<file path="config.mk">
export PLATFORM = sky130hd
export DESIGN_NAME = rebin_average_threshold_core_flat
export DESIGN_NICKNAME = d
export VERILOG_FILES = /design/src/sv/rat_pkg.sv /design/src/sv/rat_in_if.sv /design/src/sv/rat_out_if.sv /design/src/sv/rat_front.sv /design/src/sv/rat_queue.sv /design/src/sv/rat_back.sv /design/src/sv/rebin_average_threshold_core.sv /design/src/flat_wrapper.sv
export SDC_FILE = /design/constraint.sdc
export NUM_CORES = 1
export LEC_CHECK = 0
export CORE_ASPECT_RATIO = 0.8
export CORE_MARGIN = 2
export CORE_UTILIZATION = 47
export DETAILED_ROUTE_END_ITERATION = 8
export DONT_BUFFER_PORTS = 1
export GPL_TIMING_DRIVEN = 0
export PLACE_DENSITY = 0.74
export SLEW_MARGIN = 25
export SYNTH_ARGS = -nofsm -noshare
export SYNTH_HDL_FRONTEND = slang
export SYNTH_SLANG_ARGS = --single-unit
</file>
<file path="constraint.sdc">
create_clock -name clk -period 4.2 [get_ports clk]
set_clock_uncertainty 0.1 [all_clocks]
set_input_delay 0.42 -clock clk [delete_from_list [all_inputs] [get_ports clk]]
set_output_delay 0.42 -clock clk [all_outputs]
set_load 0.01 [all_outputs]
</file>
<file path="src/sv/rat_pkg.sv">
// Shared types and constants for the rebinning average and threshold block.
`default_nettype none
package rat_pkg;

  localparam int OFFSET_W   = 16;
  localparam int BSIZE_W    = 8;
  localparam int MAXB_W     = 16;
  localparam int THR_W      = 15;
  localparam int IDX_W      = 16;
  localparam int CLASS_W    = 2;
  localparam int CFG_DATA_W = 16;
  localparam int CFG_IDX_W  = 2;

  localparam logic [OFFSET_W-1:0] START_OFFSET_RST = 16'd0;
  localparam logic [BSIZE_W-1:0]  BIN_SIZE_RST     = 8'd1;
  localparam logic [MAXB_W-1:0]   MAX_BINS_RST     = 16'd65535;
  localparam logic [THR_W-1:0]    THRESHOLD_RST    = 15'd0;

  typedef enum logic [CFG_IDX_W-1:0] {
    CFG_START_OFFSET = 2'd0,
    CFG_BIN_SIZE     = 2'd1,
    CFG_MAX_BINS     = 2'd2,
    CFG_THRESHOLD    = 2'd3
  } cfg_reg_t;

  typedef enum logic [CLASS_W-1:0] {
    LEVEL_WITHIN = 2'd0,
    LEVEL_ABOVE  = 2'd1,
    LEVEL_BELOW  = 2'd2
  } level_t;

  typedef enum logic [1:0] {
    BE_IDLE,
    BE_DIV,
    BE_OUT
  } back_state_t;

  typedef struct packed {
    logic [OFFSET_W-1:0] start_offset;
    logic [BSIZE_W-1:0]  bin_size;
    logic [MAXB_W-1:0]   max_bins;
    logic [THR_W-1:0]    threshold;
  } cfg_t;

endpackage
`default_nettype wire

</file>
<file path="src/sv/rat_in_if.sv">
// Sample input channel: valid, ready and one sample with its record end flag.
`default_nettype none
interface rat_in_if #(
  parameter int SAMPLE_WIDTH = 16
);
  logic                           valid;
  logic                           ready;
  logic signed [SAMPLE_WIDTH-1:0] sample;
  logic                           record_end;

  modport source (output valid, output sample, output record_end, input ready);
  modport sink   (input valid, input sample, input record_end, output ready);
endinterface
`default_nettype wire

</file>
<file path="src/sv/rat_out_if.sv">
// Result output channel: valid, ready and one averaged bin with its class and index.
`default_nettype none
interface rat_out_if #(
  parameter int SAMPLE_WIDTH = 16
);
  logic                               valid;
  logic                               ready;
  logic signed [SAMPLE_WIDTH-1:0]     bin_value;
  logic [rat_pkg::CLASS_W-1:0]        level_class;
  logic [rat_pkg::IDX_W-1:0]          bin_index;

  modport source (output valid, output bin_value, output level_class, output bin_index,
                  input ready);
  modport sink   (input valid, input bin_value, input level_class, input bin_index,
                  output ready);
endinterface
`default_nettype wire

</file>
<file path="src/sv/rat_front.sv">
// Front end: skips leading samples, accumulates bins and queues each finished bin sum.
`default_nettype none
module rat_front #(
  parameter int SAMPLE_WIDTH = 16,
  parameter int MAX_BIN_SIZE = 255
) (
  input  wire logic                 clk,
  input  wire logic                 rst,
  input  wire rat_pkg::cfg_t        cfg,
  rat_in_if.sink                    in_ch,
  output logic                      push,
  output logic [SAMPLE_WIDTH + 2 * $clog2(MAX_BIN_SIZE+1) + rat_pkg::IDX_W - 1:0] push_data,
  input  wire logic                 full
);

  localparam int FILL_W = $clog2(MAX_BIN_SIZE + 1);
  localparam int ACC_W  = SAMPLE_WIDTH + FILL_W;

  logic [rat_pkg::OFFSET_W-1:0] sample_position, sample_position_next;
  logic signed [ACC_W-1:0]      bin_accumulator, bin_accumulator_next;
  logic [FILL_W-1:0]            bin_fill, bin_fill_next;
  logic [rat_pkg::IDX_W-1:0]    bins_emitted, bins_emitted_next;
  logic                         record_done, record_done_next;

  logic                         fire;
  logic [rat_pkg::BSIZE_W-1:0]  bsz;
  logic [FILL_W-1:0]            n_eff;
  logic [rat_pkg::MAXB_W-1:0]   limit;
  logic signed [ACC_W-1:0]      acc_sum;
  logic [FILL_W-1:0]            fill_inc;
  logic [rat_pkg::IDX_W:0]      emitted_inc;

  assign in_ch.ready = !full;
  assign fire        = in_ch.valid && !full;

  always_comb begin
    bsz = (cfg.bin_size == '0) ? rat_pkg::BSIZE_W'(1) : cfg.bin_size;
    if (32'(bsz) > 32'(MAX_BIN_SIZE)) begin
      n_eff = FILL_W'(MAX_BIN_SIZE);
    end else begin
      n_eff = FILL_W'(bsz);
    end
    limit       = (cfg.max_bins == '0) ? rat_pkg::MAXB_W'(1) : cfg.max_bins;
    acc_sum     = bin_accumulator + ACC_W'(in_ch.sample);
    fill_inc    = bin_fill + FILL_W'(1);
    emitted_inc = {1'b0, bins_emitted} + (rat_pkg::IDX_W + 1)'(1);
    push_data   = {acc_sum, fill_inc, bins_emitted};

    sample_position_next = sample_position;
    bin_accumulator_next = bin_accumulator;
    bin_fill_next        = bin_fill;
    bins_emitted_next    = bins_emitted;
    record_done_next     = record_done;
    push                 = 1'b0;

    if (fire) begin
      if (!record_done) begin
        if (sample_position < cfg.start_offset) begin
          sample_position_next = sample_position + rat_pkg::OFFSET_W'(1);
        end else if (fill_inc >= n_eff) begin
          push                 = 1'b1;
          bins_emitted_next    = emitted_inc[rat_pkg::IDX_W-1:0];
          bin_accumulator_next = '0;
          bin_fill_next        = '0;
          if (emitted_inc >= {1'b0, limit}) begin
            record_done_next = 1'b1;
          end
        end else begin
          bin_accumulator_next = acc_sum;
          bin_fill_next        = fill_inc;
        end
      end
      // The last sample of a record is handled first, then everything starts over.
      if (in_ch.record_end) begin
        sample_position_next = '0;
        bin_accumulator_next = '0;
        bin_fill_next        = '0;
        bins_emitted_next    = '0;
        record_done_next     = 1'b0;
      end
    end
  end

  always_ff @(posedge clk) begin
    if (rst) begin
      sample_position <= '0;
      bin_accumulator <= '0;
      bin_fill        <= '0;
      bins_emitted    <= '0;
      record_done     <= 1'b0;
    end else begin
      sample_position <= sample_position_next;
      bin_accumulator <= bin_accumulator_next;
      bin_fill        <= bin_fill_next;
      bins_emitted    <= bins_emitted_next;
      record_done     <= record_done_next;
    end
  end

  a_done_no_partial: assert property (@(posedge clk) disable iff (rst)
    record_done |-> (bin_fill == '0 && bin_accumulator == '0))
    else $error("partial bin held after the bin limit was reached");

  a_push_clears_bin: assert property (@(posedge clk) disable iff (rst)
    push && !in_ch.record_end |=> (bin_fill == '0))
    else $error("bin not cleared after it was queued");

endmodule
`default_nettype wire

</file>
<file path="src/sv/rat_queue.sv">
// Short queue of finished bin sums between the front end and the divider.
`default_nettype none
module rat_queue #(
  parameter int WIDTH = 56,
  parameter int DEPTH = 4
) (
  input  wire logic             clk,
  input  wire logic             rst,
  input  wire logic             push,
  input  wire logic [WIDTH-1:0] push_data,
  input  wire logic             pop,
  output logic [WIDTH-1:0]      pop_data,
  output logic                  full,
  output logic                  empty
);

  localparam int PTR_W = $clog2(DEPTH);
  localparam int CNT_W = $clog2(DEPTH + 1);

  logic [WIDTH-1:0] mem [DEPTH];
  logic [PTR_W-1:0] wr_ptr, rd_ptr;
  logic [CNT_W-1:0] count;

  assign full     = (count == CNT_W'(DEPTH));
  assign empty    = (count == '0);
  assign pop_data = mem[rd_ptr];

  always_ff @(posedge clk) begin
    if (push) begin
      mem[wr_ptr] <= push_data;
    end
  end

  always_ff @(posedge clk) begin
    if (rst) begin
      wr_ptr <= '0;
      rd_ptr <= '0;
      count  <= '0;
    end else begin
      if (push) begin
        wr_ptr <= (wr_ptr == PTR_W'(DEPTH - 1)) ? '0 : wr_ptr + PTR_W'(1);
      end
      if (pop) begin
        rd_ptr <= (rd_ptr == PTR_W'(DEPTH - 1)) ? '0 : rd_ptr + PTR_W'(1);
      end
      if (push && !pop) begin
        count <= count + CNT_W'(1);
      end else if (pop && !push) begin
        count <= count - CNT_W'(1);
      end
    end
  end

  a_no_overflow: assert property (@(posedge clk) disable iff (rst) push |-> !full)
    else $error("queue written while full");

  a_no_underflow: assert property (@(posedge clk) disable iff (rst) pop |-> !empty)
    else $error("queue read while empty");

  a_count_range: assert property (@(posedge clk) disable iff (rst)
    count <= CNT_W'(DEPTH))
    else $error("queue count beyond depth");

endmodule
`default_nettype wire

</file>
<file path="src/sv/rat_back.sv">
// Back end: rounded mean by bit-serial division, threshold class and output register.
`default_nettype none
module rat_back #(
  parameter int SAMPLE_WIDTH = 16,
  parameter int MAX_BIN_SIZE = 255
) (
  input  wire logic                 clk,
  input  wire logic                 rst,
  input  wire rat_pkg::cfg_t        cfg,
  output logic                      pop,
  input  wire logic [SAMPLE_WIDTH + 2 * $clog2(MAX_BIN_SIZE+1) + rat_pkg::IDX_W - 1:0] pop_data,
  input  wire logic                 empty,
  rat_out_if.source                 out_ch
);

  localparam int FILL_W = $clog2(MAX_BIN_SIZE + 1);
  localparam int ACC_W  = SAMPLE_WIDTH + FILL_W;
  localparam int NUM_W  = ACC_W + 2;
  localparam int CNT_W  = $clog2(NUM_W);
  localparam int CMP_W  = ((SAMPLE_WIDTH > rat_pkg::THR_W) ? SAMPLE_WIDTH : rat_pkg::THR_W) + 2;

  rat_pkg::back_state_t state, state_next;

  logic signed [ACC_W-1:0]        q_acc;
  logic [FILL_W-1:0]              q_fill;
  logic [rat_pkg::IDX_W-1:0]      q_idx;
  logic signed [NUM_W-1:0]        num;
  logic [NUM_W-1:0]               mag;

  logic [FILL_W:0]                div_rem, rem_next;
  logic [NUM_W-1:0]               div_q, q_next;
  logic [FILL_W:0]                div_den;
  logic                           div_neg;
  logic [CNT_W-1:0]               div_cnt;
  logic                           div_last;
  logic [FILL_W+1:0]              shifted;
  logic [SAMPLE_WIDTH-1:0]        mean_div;

  logic signed [SAMPLE_WIDTH-1:0] mean;
  logic [rat_pkg::IDX_W-1:0]      idx;
  logic                           out_load;
  logic signed [CMP_W-1:0]        mean_c, t_pos, t_neg;
  rat_pkg::level_t                cls;

  logic                           out_valid;
  logic signed [SAMPLE_WIDTH-1:0] out_value;
  rat_pkg::level_t                out_class;
  logic [rat_pkg::IDX_W-1:0]      out_index;

  assign q_acc  = pop_data[ACC_W + FILL_W + rat_pkg::IDX_W - 1 -: ACC_W];
  assign q_fill = pop_data[FILL_W + rat_pkg::IDX_W - 1 -: FILL_W];
  assign q_idx  = pop_data[rat_pkg::IDX_W-1:0];

  // Mean is trunc((2S + n) / 2n) toward zero: divide the magnitude, then restore the sign.
  always_comb begin
    num = (NUM_W'(q_acc) <<< 1) + $signed(NUM_W'(q_fill));
    mag = num[NUM_W-1] ? NUM_W'(-num) : NUM_W'(num);
  end

  always_comb begin
    shifted = {div_rem, div_q[NUM_W-1]};
    if (shifted >= {1'b0, div_den}) begin
      rem_next = (FILL_W+1)'(shifted - {1'b0, div_den});
      q_next   = {div_q[NUM_W-2:0], 1'b1};
    end else begin
      rem_next = shifted[FILL_W:0];
      q_next   = {div_q[NUM_W-2:0], 1'b0};
    end
    mean_div = div_neg ? SAMPLE_WIDTH'(-q_next[SAMPLE_WIDTH-1:0])
                       : q_next[SAMPLE_WIDTH-1:0];
    div_last = (div_cnt == CNT_W'(NUM_W - 1));
  end

  always_comb begin
    mean_c = CMP_W'(mean);
    t_pos  = $signed({{(CMP_W - rat_pkg::THR_W){1'b0}}, cfg.threshold});
    t_neg  = -t_pos;
    if (mean_c > t_pos) begin
      cls = rat_pkg::LEVEL_ABOVE;
    end else if (mean_c < t_neg) begin
      cls = rat_pkg::LEVEL_BELOW;
    end else begin
      cls = rat_pkg::LEVEL_WITHIN;
    end
  end

  always_ff @(posedge clk) begin
    if (rst) begin
      state <= rat_pkg::BE_IDLE;
    end else begin
      state <= state_next;
    end
  end

  always_comb begin
    state_next = state;
    pop        = 1'b0;
    out_load   = 1'b0;
    case (state)
      rat_pkg::BE_IDLE: begin
        if (!empty) begin
          pop = 1'b1;
          // A single-sample bin passes its sum through without rounding.
          state_next = (q_fill == FILL_W'(1)) ? rat_pkg::BE_OUT : rat_pkg::BE_DIV;
        end
      end
      rat_pkg::BE_DIV: begin
        if (div_last) begin
          state_next = rat_pkg::BE_OUT;
        end
      end
      rat_pkg::BE_OUT: begin
        if (!out_valid || out_ch.ready) begin
          out_load   = 1'b1;
          state_next = rat_pkg::BE_IDLE;
        end
      end
      default: begin
        state_next = rat_pkg::BE_IDLE;
      end
    endcase
  end

  always_ff @(posedge clk) begin
    if (rst) begin
      div_cnt <= '0;
    end else if (state == rat_pkg::BE_DIV) begin
      div_cnt <= div_last ? '0 : div_cnt + CNT_W'(1);
    end else begin
      div_cnt <= '0;
    end
  end

  always_ff @(posedge clk) begin
    if (pop) begin
      idx     <= q_idx;
      mean    <= q_acc[SAMPLE_WIDTH-1:0];
      div_q   <= mag;
      div_rem <= '0;
      div_den <= {q_fill, 1'b0};
      div_neg <= num[NUM_W-1];
    end else if (state == rat_pkg::BE_DIV) begin
      div_rem <= rem_next;
      div_q   <= q_next;
      if (div_last) begin
        mean <= mean_div;
      end
    end
  end

  always_ff @(posedge clk) begin
    if (rst) begin
      out_valid <= 1'b0;
    end else if (out_load) begin
      out_valid <= 1'b1;
    end else if (out_ch.ready) begin
      out_valid <= 1'b0;
    end
  end

  always_ff @(posedge clk) begin
    if (out_load) begin
      out_value <= mean;
      out_class <= cls;
      out_index <= idx;
    end
  end

  assign out_ch.valid       = out_valid;
  assign out_ch.bin_value   = out_value;
  assign out_ch.level_class = out_class;
  assign out_ch.bin_index   = out_index;

  a_pop_starts_work: assert property (@(posedge clk) disable iff (rst)
    pop |=> state != rat_pkg::BE_IDLE)
    else $error("transaction taken from the queue but no work started");

  a_div_two_or_more: assert property (@(posedge clk) disable iff (rst)
    state == rat_pkg::BE_DIV |-> div_den >= (FILL_W+1)'(4))
    else $error("divider running for a bin of fewer than two samples");

  a_load_only_when_free: assert property (@(posedge clk) disable iff (rst)
    out_load |-> (!out_valid || out_ch.ready))
    else $error("output register overwritten before its transaction completed");

endmodule
`default_nettype wire

</file>
<file path="src/sv/rebin_average_threshold_core.sv">
// Top level of the rebinning average and threshold block: configuration and the three parts.
// The block skips the first start_offset samples of each record, averages groups of
// bin_size samples into one rounded mean and classifies it against +/-threshold. The
// front end takes one sample per cycle whenever the bin queue has room. Each bin of two
// or more samples then passes through the back end in order: it is taken from the queue,
// divided by one shift-subtract step per bit of the numerator 2S+n, and loaded into the
// output register; a single-sample bin skips the division. The back end takes no new bin
// until the last one is loaded into the output register, so for short bins the sustained
// rate is one bin per divider pass, with QUEUE_DEPTH bins absorbing bursts. Configuration
// is to be written only while idle; the block itself does not enforce it.
`default_nettype none
module rebin_average_threshold_core #(
  parameter int SAMPLE_WIDTH = 16,
  parameter int MAX_BIN_SIZE = 255,
  parameter int QUEUE_DEPTH  = 4
) (
  input  wire logic                              clk,
  input  wire logic                              rst,
  rat_in_if.sink                                 in_ch,
  rat_out_if.source                              out_ch,
  input  wire logic                              cfg_we,
  input  wire logic [rat_pkg::CFG_IDX_W-1:0]     cfg_index,
  input  wire logic [rat_pkg::CFG_DATA_W-1:0]    cfg_data
);

  localparam int FILL_W  = $clog2(MAX_BIN_SIZE + 1);
  localparam int ENTRY_W = SAMPLE_WIDTH + FILL_W + FILL_W + rat_pkg::IDX_W;

  rat_pkg::cfg_t      cfg;
  logic               push, pop, full, empty;
  logic [ENTRY_W-1:0] push_data, pop_data;

  always_ff @(posedge clk) begin
    if (rst) begin
      cfg.start_offset <= rat_pkg::START_OFFSET_RST;
      cfg.bin_size     <= rat_pkg::BIN_SIZE_RST;
      cfg.max_bins     <= rat_pkg::MAX_BINS_RST;
      cfg.threshold    <= rat_pkg::THRESHOLD_RST;
    end else if (cfg_we) begin
      case (rat_pkg::cfg_reg_t'(cfg_index))
        rat_pkg::CFG_START_OFFSET: cfg.start_offset <= cfg_data[rat_pkg::OFFSET_W-1:0];
        rat_pkg::CFG_BIN_SIZE:     cfg.bin_size     <= cfg_data[rat_pkg::BSIZE_W-1:0];
        rat_pkg::CFG_MAX_BINS:     cfg.max_bins     <= cfg_data[rat_pkg::MAXB_W-1:0];
        rat_pkg::CFG_THRESHOLD:    cfg.threshold    <= cfg_data[rat_pkg::THR_W-1:0];
        default: begin
        end
      endcase
    end
  end

  rat_front #(
    .SAMPLE_WIDTH (SAMPLE_WIDTH),
    .MAX_BIN_SIZE (MAX_BIN_SIZE)
  ) u_front (
    .clk       (clk),
    .rst       (rst),
    .cfg       (cfg),
    .in_ch     (in_ch),
    .push      (push),
    .push_data (push_data),
    .full      (full)
  );

  rat_queue #(
    .WIDTH (ENTRY_W),
    .DEPTH (QUEUE_DEPTH)
  ) u_queue (
    .clk       (clk),
    .rst       (rst),
    .push      (push),
    .push_data (push_data),
    .pop       (pop),
    .pop_data  (pop_data),
    .full      (full),
    .empty     (empty)
  );

  rat_back #(
    .SAMPLE_WIDTH (SAMPLE_WIDTH),
    .MAX_BIN_SIZE (MAX_BIN_SIZE)
  ) u_back (
    .clk      (clk),
    .rst      (rst),
    .cfg      (cfg),
    .pop      (pop),
    .pop_data (pop_data),
    .empty    (empty),
    .out_ch   (out_ch)
  );

endmodule
`default_nettype wire

</file>
<file path="src/flat_wrapper.sv">
// flat-port wrapper written by rule: the top's interface ports become plain ports
module rebin_average_threshold_core_flat 
#(
  parameter int SAMPLE_WIDTH = 16,
  parameter int MAX_BIN_SIZE = 255,
  parameter int QUEUE_DEPTH  = 4
)
  (clk, rst, cfg_we, cfg_index, cfg_data, in_ch_valid, in_ch_sample, in_ch_record_end, in_ch_ready, out_ch_valid, out_ch_bin_value, out_ch_level_class, out_ch_bin_index, out_ch_ready);
  rat_in_if #(.SAMPLE_WIDTH(SAMPLE_WIDTH)) in_ch_i ();
  rat_out_if #(.SAMPLE_WIDTH(SAMPLE_WIDTH)) out_ch_i ();
  input  wire logic clk;
  input  wire logic rst;
  input  wire logic cfg_we;
  input  wire logic [rat_pkg::CFG_IDX_W-1:0] cfg_index;
  input  wire logic [rat_pkg::CFG_DATA_W-1:0] cfg_data;
  input wire logic [$bits(in_ch_i.valid)-1:0] in_ch_valid;
  input wire logic [$bits(in_ch_i.sample)-1:0] in_ch_sample;
  input wire logic [$bits(in_ch_i.record_end)-1:0] in_ch_record_end;
  output wire logic [$bits(in_ch_i.ready)-1:0] in_ch_ready;
  output wire logic [$bits(out_ch_i.valid)-1:0] out_ch_valid;
  output wire logic [$bits(out_ch_i.bin_value)-1:0] out_ch_bin_value;
  output wire logic [$bits(out_ch_i.level_class)-1:0] out_ch_level_class;
  output wire logic [$bits(out_ch_i.bin_index)-1:0] out_ch_bin_index;
  input wire logic [$bits(out_ch_i.ready)-1:0] out_ch_ready;
  assign in_ch_i.valid = in_ch_valid;
  assign in_ch_i.sample = in_ch_sample;
  assign in_ch_i.record_end = in_ch_record_end;
  assign in_ch_ready = in_ch_i.ready;
  assign out_ch_valid = out_ch_i.valid;
  assign out_ch_bin_value = out_ch_i.bin_value;
  assign out_ch_level_class = out_ch_i.level_class;
  assign out_ch_bin_index = out_ch_i.bin_index;
  assign out_ch_i.ready = out_ch_ready;
  rebin_average_threshold_core #(.SAMPLE_WIDTH(SAMPLE_WIDTH), .MAX_BIN_SIZE(MAX_BIN_SIZE), .QUEUE_DEPTH(QUEUE_DEPTH)) u_core (.clk(clk), .rst(rst), .in_ch(in_ch_i), .out_ch(out_ch_i), .cfg_we(cfg_we), .cfg_index(cfg_index), .cfg_data(cfg_data));
endmodule
</file>
---- Word level (Yosys, flattened, before mapping) ----
Memories as Yosys holds them, arrays and structs flattened. A register that Yosys moved wholly into a read port is not among the register bits.
Index checks and enable logic that the tools add are counted.
cells by class
  add/subtract/negate cells ............... 14
  multiply operators ...................... 0
  div/mod/pow operators ................... 0
  magnitude comparators ................... 6
  equality and inequality tests ........... 15
  shifts and indexed selects .............. 0
  multiplexer cells ....................... 55
  bitwise logic cells ..................... 1
  reductions and logical operators ........ 29
operators with widths
  operator                                                         count
  16-bit two-way mux                                               12
  24-bit two-way mux                                               4
  26-bit two-way mux                                               3
  8-bit two-way mux                                                5
  25-bit by 9-bit adder with 26-bit output                         1
  26-bit negator                                                   1
  24-bit by 16-bit adder with 24-bit output                        1
  16-bit by 18-bit < comparator with 1-bit output                  1
  1-bit two-way mux                                                18
  2-bit two-way mux                                                9
  15-bit negator with 18-bit output                                1
  16-bit by 1-bit adder with 17-bit output, second input constant  1
  17-bit by 16-bit >= comparator with 1-bit output                 1
  16-bit by 1-bit adder with 16-bit output, second input constant  1
  16-bit > comparator                                              1
  16-bit logical NOT                                               1
  16-bit < comparator                                              1
  16-bit negator                                                   1
  2-bit nonzero test                                               6
  2-bit equality test, second input constant                       5
  10-bit by 9-bit >= comparator with 1-bit output                  1
  2-bit != test, second input constant                             5
  2-bit AND reduction                                              5
  9-bit two-way mux                                                1
  other kinds (23)                                                 34
word-level totals
  bits in registers ....................... 245
  latch bits .............................. 0
  RAM bits ................................ 192
  ROM bits ................................ 0
  logic and storage cells ................. 145
  memories ................................ 1
memories
  memory              words  width  rd ports  clocked after Yosys merged registers in  wr ports  line             RTL
  u_core.u_queue.mem  4      48     1         1                                        1         rat_queue.sv:20  logic [WIDTH-1:0] mem [DEPTH];

---- Depth between registers and ports, before layout ----
Gate-level depths: netlist of the first run.
  word-level depth ........................ 11
  mapped depth ............................ 18

---- Modules after synthesis ----
A second synthesis of the first run with hierarchy kept.
unflattened totals
  cell total of the unflattened synthesis .. 1862
  area, all modules ....................... 21981.1 sq um
by module, submodules not included
  module                        times used  cells an instance  area an instance (sq um)  sequential area each (sq um)
  rat_back                      1           722                7375.8                    3373.2
  rat_queue                     1           294                7358.3                    5945.7
  rat_front                     1           628                4998.5                    1301.2
  rebin_average_threshold_core  1           218                2248.4                    1101.1

---- Least setup slack after synthesis of the first run ----
No wires, ideal clock.
  path kind ............................... flip-flop to flip-flop
  from .................................... register (tool-made name)
  to ...................................... register u_core.u_back.div_q[23] (data pin)
  library setup time ...................... 0.260 ns
  arrival ................................. 4.261 ns
  data required time ...................... 3.840 ns
  path slack .............................. -0.421 ns
  stages on the path, launching flop included .. 18
  clock period less this slack ............ 4.621 ns
  path through ............................ dfxtp_1 buf_6 buf_6 buf_2 buf_2 mux4_2 ha_1 inv_1 fa_1 nor2b_1 o31a_1 o211ai_4 xnor2_1 nand3_1 nor3_2 a31oi_2 xnor2_1 mux2_2
RTL lines
  element               line             RTL
  end signal, assigned  rat_back.sv:138  div_q <= mag;
  end signal, assigned  rat_back.sv:144  div_q <= q_next;
  end, declared         rat_back.sv:31   logic [NUM_W-1:0] div_q, q_next;

==> summary.md, run 1 <==
| Metric | Value |
|---|---|
| Req. time, crit path | `4400 ps` |
| Area grow syn2layout | `14.40%` |
| Slew Limit Fails | `0` |
| Post-route minimum period | `4100 ps` |
| CTS tree | `built` |
| Root Buffer | `clkbuf_16` |
| Final hold viol count | `0` |
| Drt pass-1 iters | `8` |
| Maximum clock rate | `between 0.2 and 0.25 GHz` |
| Die X | `243.9 µm` |
| Synth Cell Area | `~22000 µm²` |
| Post-synth EDFFs | `about 290` |
| Classification of the worst setup path | `flop to flop` |
| Post-Syn Nets | `between 2k and 2.5k` |
| # rows | `70` |
| Grt ovf | `0` |
| Starting Density | `47.50%` |
| Die Y | `between 150 and 200 µm` |
| Power Density | `592.6 nW/µm²` |
| Synth top area cells | `edfxtp_1 (41%), dfxtp_1 (14%), ha_1 (7.1%), mux4_2 (4.8%), nand2_1 (3.2%)` |
| Drt wl/cell | `about 20 µm` |
| Clock edge transition at the registers on the reported setup and hold paths | `70 ps` |
| Flops & latches, synth | `439` |
| Clk_lat worst skew | `560 ps` |
| Port bufs | `0` |
| Core Area | `45540 µm²` |
| Initial antenna violation count | `1` |
| Nets | `2128` |
| First-pass GRT wire length | `~80000 µm` |
| CP Data Arrival Time | `4300 ps` |
| Period utilisation layout | `97.62%` |
| Diode count | `0` |
| Synthesized instance count | `1865` |
| Critical Path, Cell by Cell | `buf_12 -> buf_12 -> mux4_2 -> ha_4 -> inv_2 -> fa_2 -> nor2b_4 -> o31a_1 -> o211ai_4 -> buf_4 -> nor3_2 -> xnor2_1 -> nor4_4 -> a31oi_2 -> xnor2_1 -> mux2_2` |
| Die Area | `47770 µm²` |
| Antenna-violating nets left | `0` |
| Worst-Margin Slew | `858.3 ps` |
| Total wire length | `52310 µm` |
| Worst path max stage delay | `590 ps` |
| Max VDD drop | `390.5 µV` |
| Num ports | `76` |
| Vias per cell | `5.863` |
| Gpl congestion | `approximately 0.88` |
| Hold Path Class | `primary input to flop` |
| Kind of end point of the critical path | `flop` |
| Synth Flop Type | `edfxtp_1` |
| Worst slew margin | `between 40% and 50%` |
| GRT Total Usage | `21.60%` |
| Leak Pwr | `0.009251 µW` |
| Via count | `between 15k and 20k` |
| Clock Sinks | `439` |
| Hold Path End | `u_core.u_back.out_ch.valid$_SDFFE_PP0P_` |
| Setup violators final | `0` |
| Clock H-tree levels | `2` |
| Post-synth cell types | `87` |
| Hold Crit Depth | `2` |
| Synth top area share | `40.67%` |
| Status | `complete, no violations` |
| Clock Tree Buf Depth | `3` |
| Final Core Density | `54.34%` |
| Cell taking the most area after synthesis | `edfxtp_1` |
| Dpl hpwl | `36740 µm` |
| Share of flip-flops with an asynchronous set or reset | `0%` |
| Slowest-stage cell, CP | `mux4_2` |
| Largest net degree at the start of global routing | `45` |
| FILL cells | `3708` |
| Worst r2r path cells | `16` |
| Synth warn | `0` |
| Sequential share of the synthesized area | `54.18%` |
| Layout cell share with drive strength beyond 1 | `12.63%` |
| Worst-path maximum fanout | `6` |
| Max cap viols | `0` |
| Startpoint Class | `flop` |
| Number of DRC markers in iteration 0 | `around 1.5k` |
| Remaining DRCs | `0` |
| R2r setup slk | `between 90 and 100 ps` |
| Num CTS Buffers | `43` |
| Hold Slack | `17.68 ps` |
| FF-to-FF End | `u_core.u_back.div_q[23]$_DFFE_PP_` |
| Hold wc startpoint | `out_ch_ready` |
| Syn_area_per_cell | `11.60 µm²` |
| Number of global-route vias before repair | `15.03k` |
==> cells by family after synthesis <==
| logic type | Yosys count | share of synthesized area [%] |
|---|---|---|
| AOI/OAI and AO/OA | 392 | 11.53 |
| muxes | 65 | 5.824 |
| DFF | 439 | 54.18 |
| buffers and inverters | 163 | 3.013 |
| and+or+nand+nor | 560 | 13.11 |
| xor gates and xnor gates | 119 | 4.853 |
| adders and majority gates | 127 | 7.484 |
==> layout make-up <==
cell class              count  area (µm²)  share of cell area [%]
flip-flops and latches    439       11730                   47.40
multi-input cells        1263        9532                   38.51
clock buffers              53        1196                   4.833
well taps                 612       765.7                   3.094
repair buffers             56       588.1                   2.376
inverters                  93       349.1                   1.411
plain buffers              65       340.3                   1.375
clock inverters            26       246.5                  0.9960
==> worst max-delay path by stage <==
stage | endpoint | slack, ps
after floorplan | u_core.u_back.div_q[23]$_DFFE_PP_ | 10
after global placement | u_core.u_queue.mem[0][10]$_DFFE_PP_ | -1370
after detailed placement | u_core.u_back.div_q[23]$_DFFE_PP_ | -810
after CTS | u_core.u_back.div_q[23]$_DFFE_PP_ | 0.06
after global routing | u_core.u_back.div_q[16]$_DFFE_PP_ | -40
final | u_core.u_back.div_q[23]$_DFFE_PP_ | 100
==> layout by cell type, fill, tap and decap left out, types with 27 or more instances in the layout <==
cell,synthesis,routed
xnor2_1,59,53
xor2_1,59,57
nand3_1,50,50
nand2_1,187,185
a21oi_1,123,121
edfxtp_1,293,293
nand3b_1,30,30
nor3_1,30,29
inv_1,91,90
o21ai_0,76,73
dfxtp_1,146,142
clkbuf_16,0,46
buf_4,0,30
nor2_1,108,107
mux4_2,46,46
clkbuf_1,54,54
ha_1,123,118
a21o_1,27,27
==> per-layer routing <==
metal / up-vias / share of wire, % / wire [µm] / global-route usage [%]
met3: 108 / 7.7 / 4027 / 4.309
met1: 7484 / 45 / 23590 / 30.57
li1: 7111 / - / - / -
met5: - / 0 / 0 / 0
met4: 0 / 2.5 / 1303 / 6.098
met2: 583 / 45 / 23390 / 33.91
==> critical path: cells and delay by family, from the launching register on <==
| kind | cells | cell delay [ps] |
|---|---|---|
| AOI/OAI and AO/OA | 3 | 790 |
| xor gates and xnor gates | 2 | 390 |
| adders and majority gates | 2 | 440 |
| and+or+nand+nor | 3 | 390 |
| muxes | 2 | 850 |
| buffers and inverters | 4 | 470 |
| DFF | 1 | 380 |
==> report_power, final <==
group	leakage, µW	total (µW)	switching (µW)	internal, µW
Combinational	0.00455	4880	2900	1980
Sequential	0.00399	5860	400	5460
Clock	0.000707	3930	1700	2240
==> through the flow <==
| step | power, µW | setup TNS, ps | worst slack, ps | cell area (µm²) | instances |
|---|---|---|---|---|---|
| finish | 14670 | 0 | 99.95 | 24750 | 2607 |
| global route | 15430 | -212.4 | -42.55 | 24750 | 2607 |
| CTS | 14470 | 0 | 0.05906 | 24540 | 2597 |
| detailed placement | 10320 | -16060 | -809.4 | 22640 | 2483 |
| global placement | 10120 | -274280 | -1373 | 22470 | 2477 |
| floorplan | 9091 | 0 | 10.82 | 21700 | 1865 |
==> state kept, by name (all words and copies together), names as in the netlist, 8 cells and up, named ones only <==
name                            count
u_core.u_back.div_den               8
u_core.u_back.out_ch.bin_value     16
u_core.u_back.out_ch.bin_index     16
u_core.u_front.bin_fill             8
u_core.u_back.idx                  16
u_core.u_back.div_q                26
u_core.u_front.bin_accumulator     24
u_core.u_front.sample_position     16
u_core.u_back.div_rem               9
u_core.u_front.bins_emitted        16
u_core.cfg                         55
u_core.u_queue.mem                192
u_core.u_back.mean                 16
==> cells in the mapped netlist, types with 4 or more instances <==
| master | count |
|---|---|
| a211oi_1 | 9 |
| a21o_1 | 27 |
| a21oi_1 | 123 |
| a22oi_1 | 25 |
| a31oi_1 | 10 |
| and2_1 | 12 |
| and3_1 | 19 |
| and4_1 | 5 |
| buf_1 | 4 |
| buf_2 | 8 |
| buf_6 | 4 |
| clkbuf_1 | 54 |
| dfxtp_1 | 146 |
| edfxtp_1 | 293 |
| fa_1 | 4 |
| ha_1 | 123 |
| inv_1 | 91 |
| mux2i_1 | 16 |
| mux4_2 | 46 |
| nand2_1 | 187 |
| nand2b_1 | 16 |
| nand3_1 | 50 |
| nand3b_1 | 30 |
| nand4_1 | 20 |
| nor2_1 | 108 |
| nor2b_1 | 16 |
| nor3_1 | 30 |
| nor3_2 | 4 |
| nor4_1 | 11 |
| o211ai_1 | 4 |
| o21a_1 | 21 |
| o21ai_0 | 76 |
| o21ai_1 | 23 |
| o21bai_1 | 5 |
| o31ai_1 | 23 |
| o41ai_1 | 6 |
| or2_2 | 11 |
| or3_1 | 8 |
| or4_1 | 12 |
| xnor2_1 | 59 |
| xor2_1 | 59 |
==> repair_timing <==
| action | CTS | global route |
|---|---|---|
| setup endpoints to repair | 99 | 19 |
| endpoints found under the hold margin | 56 | 0 |
| hold buffers | 17 | 0 |
| buffers inserted | 20 | 13 |
| resized for setup | 33 | 35 |
| pin swaps | 14 | 18 |
(Power assumes the default switching activity.)
==> run 2, diff against run 1 <==
--- a/config.mk
+++ b/config.mk
@@ -5,13 +5,15 @@
 export SDC_FILE = /design/constraint.sdc
 export NUM_CORES = 1
 export LEC_CHECK = 0
+export ABC_AREA = 1
 export CORE_ASPECT_RATIO = 0.8
 export CORE_MARGIN = 2
 export CORE_UTILIZATION = 47
+export CTS_CLUSTER_SIZE = 8
 export DETAILED_ROUTE_END_ITERATION = 8
 export DONT_BUFFER_PORTS = 1
 export GPL_TIMING_DRIVEN = 0
-export PLACE_DENSITY = 0.74
+export PLACE_DENSITY = 0.63
 export SLEW_MARGIN = 25
 export SYNTH_ARGS = -nofsm -noshare
 export SYNTH_HDL_FRONTEND = slang
==> run 2 against run 1 <==
Via count increased by 17%. Clock-buffer cell count increased by 52. Core utilization grew 0.59 points. Clock power up 16%. First-iteration DRC count rose by 2.3%. Critical endpoint is now u_core.u_back.div_q[22]$_DFFE_PP_. Sequential power increased by 2%. Fmax increased by 4.3%. Largest cell class unchanged. Critical path depth rose by 5. Cell count rose by 23%. Non-clock buffer count increased by 14.
==> summary.md, run 2 <==
| Metric | Value |
|---|---|
| Crit-path most repeated cell | `nand3_1` |
| Syn_area_per_cell | `9.172 µm² (-21%)` |
| Synth Flop Type | `edfxtp_1` |
| Worst-Margin Slew | `778.0 ps (-80.31 ps)` |
| Worst slew margin | `47.76% (+5.0 points)` |
| Synthesized instance count | `2440 (+31%)` |
| Largest regs | `u_core.u_queue.mem x192, u_core.cfg x55, u_core.u_back.div_q x26` |
| Diode count | `0 (unchanged)` |
| Setup violators final | `0 (unchanged)` |
| Startpoint Class | `flop` |
| Nets | `2713 (+27%)` |
| Kind of end point of the critical path | `flop` |
| Hold wc startpoint | `out_ch_ready` |
| Number of DRC markers in iteration 0 | `1523 (+2.3%)` |
| Post-synth cell types | `58 (-33%)` |
| Sequential share of the synthesized area | `52.37% (-1.8 points)` |
| Largest reg by FF count | `u_core.u_queue.mem` |
| Top-count cell post-synth | `nand2_1` |
| Max reg flops | `192 (unchanged)` |
| Hold Crit Depth | `2 (unchanged)` |
| Status | `complete, no violations` |
| Most common cell after layout, fill and taps aside | `nand2_1` |
| Power Density | `638.2 nW/µm² (+7.7%)` |
| Worst path max stage delay | `570 ps (-20 ps)` |
| CP Data Arrival Time | `4200 ps (-100 ps)` |
| Area grow syn2layout | `15.35%` |
| Synth top area cells | `edfxtp_1 (39%), dfxtp_1 (13%), nand2_1 (7.5%), ha_1 (6.9%), nand3_1 (4.7%)` |
| Period utilisation layout | `93.57% (-4.0 points)` |
| GRT Total Usage | `24.30% (+2.7 points)` |
| Post-synth EDFFs | `293 (unchanged)` |
| Root Buffer | `clkbuf_16` |
| # rows | `71 (+1.4%)` |
| Hold Path Class | `primary input to flop` |
| Max cap viols | `0 (unchanged)` |
| First-pass GRT wire length | `93100 µm (+14%)` |
| Worst r2r path cells | `21 (+5)` |
| Synth warn | `0 (unchanged)` |
| Critical Path, Cell by Cell | `buf_6 -> clkinv_8 -> buf_8 -> buf_6 -> buf_6 -> nor2_1 -> o22ai_2 -> ha_2 -> inv_1 -> fa_2 -> nand2_1 -> nor2_2 -> nand3_1 -> nor2_2 -> nand3_1 -> nor2_4 -> nand4_1 -> nand2_2 -> nand3_1 -> nand3_1 -> nand2_1` |
| Drt pass-1 iters | `6 (-2)` |
| Share of flip-flops with an asynchronous set or reset | `0% (unchanged)` |
| Core Area | `46990 µm² (+3.2%)` |
| Final hold viol count | `0 (unchanged)` |
| Num ports | `76 (unchanged)` |
| Clock H-tree levels | `2 (unchanged)` |
| Most frequent cells in the layout | `nand2_1 (445), edfxtp_1 (293), inv_1 (216)` |
| Layout cell share with drive strength beyond 1 | `8.410% (-4.2 points)` |
| Die Y | `199.2 µm (+1.7%)` |
| Die X | `248.0 µm (+1.7%)` |
| Synth Cell Area | `22380 µm² (+3.5%)` |
| Largest net degree at the start of global routing | `35 (-22%)` |
| Clock edge transition at the registers on the reported setup and hold paths | `50 ps (-20 ps)` |
| Leak Pwr | `0.01030 µW (+11%)` |
| Number of global-route vias before repair | `16.90k (+12%)` |
| Synth top area share | `39.31% (-1.4 points)` |
| Num CTS Buffers | `60 (+40%)` |
| Hold Slack | `55.12 ps (+37.44 ps)` |
| RSZ-0062 raised after global routing | `true` |
| Remaining DRCs | `0 (unchanged)` |
| Via count | `17.87k (+17%)` |
| FILL cells | `4121 (+11%)` |
| Port bufs | `0 (unchanged)` |
| Maximum clock rate | `0.2544 GHz (+4.3%)` |
| Post-Syn Nets | `2607 (+28%)` |
| Cell Count Post-Placement | `3070 (+24%)` |
| Slew Limit Fails | `0 (unchanged)` |
| Post-route minimum period | `3930 ps (-169.9 ps)` |
| Req. time, crit path | `4470 ps (+70 ps)` |
| Finished Layout Cells | `3212 (+23%)` |
| Total wire length | `60010 µm (+15%)` |
| Antenna-violating nets left | `0 (unchanged)` |
| Drt wl/cell | `18.68 µm (-6.9%)` |
| Slowest-stage cell, CP | `fa_2` |
| Dpl hpwl | `43210 µm (+18%)` |
| Flops & latches, synth | `439 (unchanged)` |
| Vias per cell | `5.563 (-5.1%)` |
| CTS tree | `built` |
| Worst-path maximum fanout | `25 (+19)` |
| Die Area | `49390 µm² (+3.4%)` |
| Grt ovf | `0 (unchanged)` |
| Clock Sinks | `439 (unchanged)` |
| Classification of the worst setup path | `flop to flop` |
| Max VDD drop | `412.5 µV (+5.7%)` |
| Starting Density | `47.62% (+0.12 points)` |
| Synth cell count leaders | `nand2_1 (448), edfxtp_1 (293), inv_1 (217)` |
| Cell taking the most area after synthesis | `edfxtp_1` |
| Final Core Density | `54.93% (+0.59 points)` |
| Clk_lat worst skew | `650 ps (+90 ps)` |
| Gpl congestion | `0.9037 (+2.8%)` |
| Clock Tree Buf Depth | `3 (unchanged)` |
| Initial antenna violation count | `1 (unchanged)` |
## run 2: changes by cell type in the layout (fill, tap and decap cells not counted), moves of 25 or more
cell and delta:
a21oi_1 +57, clkbuf_1 +49, inv_1 +126, mux4_2 -46, nand2_1 +260, nand2_2 +28, nand3_1 +155, nand3b_1 -25
nor2_1 +93, o21ai_0 +102, xnor2_1 -35
## run 2: cell type report
cell class	count	area, µm²	share of cell area, %
tap	620	775.7	3.005
sequential	439	11720	45.41
multi-input combinational	1679	9547	36.98
buffer	87	495.5	1.919
clock buffer	105	1670	6.471
clock inverter	3	90.09	0.3490
timing repair buffer	48	629.4	2.438
inverter	231	884.6	3.427
## run 2: final timing paths
kind | end | slack (ps)
hold reg to reg | u_core.u_back.out_ch.bin_index[3]$_DFFE_PP_ | 320
hold / removal | u_core.u_back.out_ch.valid$_SDFFE_PP0P_ | 60
setup / recovery | u_core.u_back.div_q[22]$_DFFE_PP_ | 270
setup reg to reg | u_core.u_back.div_q[22]$_DFFE_PP_ | 270
## run 2: routing by layer
layer	share of wire [%]	up-vias	track usage, %	routed length, µm
li1	-	8662	-	-
met2	43	589	36.47	25960
met1	47	8511	34.96	28150
met3	7.6	103	5.520	4576
met4	2.1	4	7.186	1273
met5	0.077	-	0.6085	46
## run 2: per-stage QoR
step	instance area (µm²)	setup TNS [ps]	total power, µW	setup slack [ps]
3_3_place_gp	23160	-613990	11500	-3172
3_5_place_dp	23430	-63160	11700	-699.6
4_1_cts	25660	0	16390	29.60
2_1_floorplan	22380	-140070	9984	-729.5
5_1_grt	25810	-28.72	17510	-14.67
6_report	25810	0	16480	269.9
## run 2: power by group
group	internal [µW]	leakage (µW)	switching, µW
registers	5580	0.00398	392
logic	1930	0.00549	4040
clock network	2670	0.000827	1860
## run 2: logic make-up (layout without fill, tap and decap cells)
group	Yosys count	count (layout)	share of synthesized area, %
AND/OR/NAND/NOR	1002	1002	19.70
AO/OA/AOI/OAI	469	469	11.60
adder cells (fa/ha/maj)	127	127	7.234
buffers and inverters	322	474	5.932
XOR/XNOR	81	81	3.170
flip-flops	439	439	52.37
## run 2: what timing repair did
action / in CTS / in global routing
setup buffers: 10 / 5
hold buffers: 23 / 0
pin swaps: 9 / 4
gates resized for setup: 32 / 38
cloned: 0 / 0
endpoints found under the setup margin: 218 / 110
hold endpoints to repair: 59 / 0
## run 2: worst max-delay path: cells and delay by family, from the launching register on
family                   cells  cell delay [ps]
AO/OA/AOI/OAI                1              310
adder cells (fa/ha/maj)      2              830
buffers and inverters        6              760
flip-flops                   1              300
AND/OR/NAND/NOR             12             1390
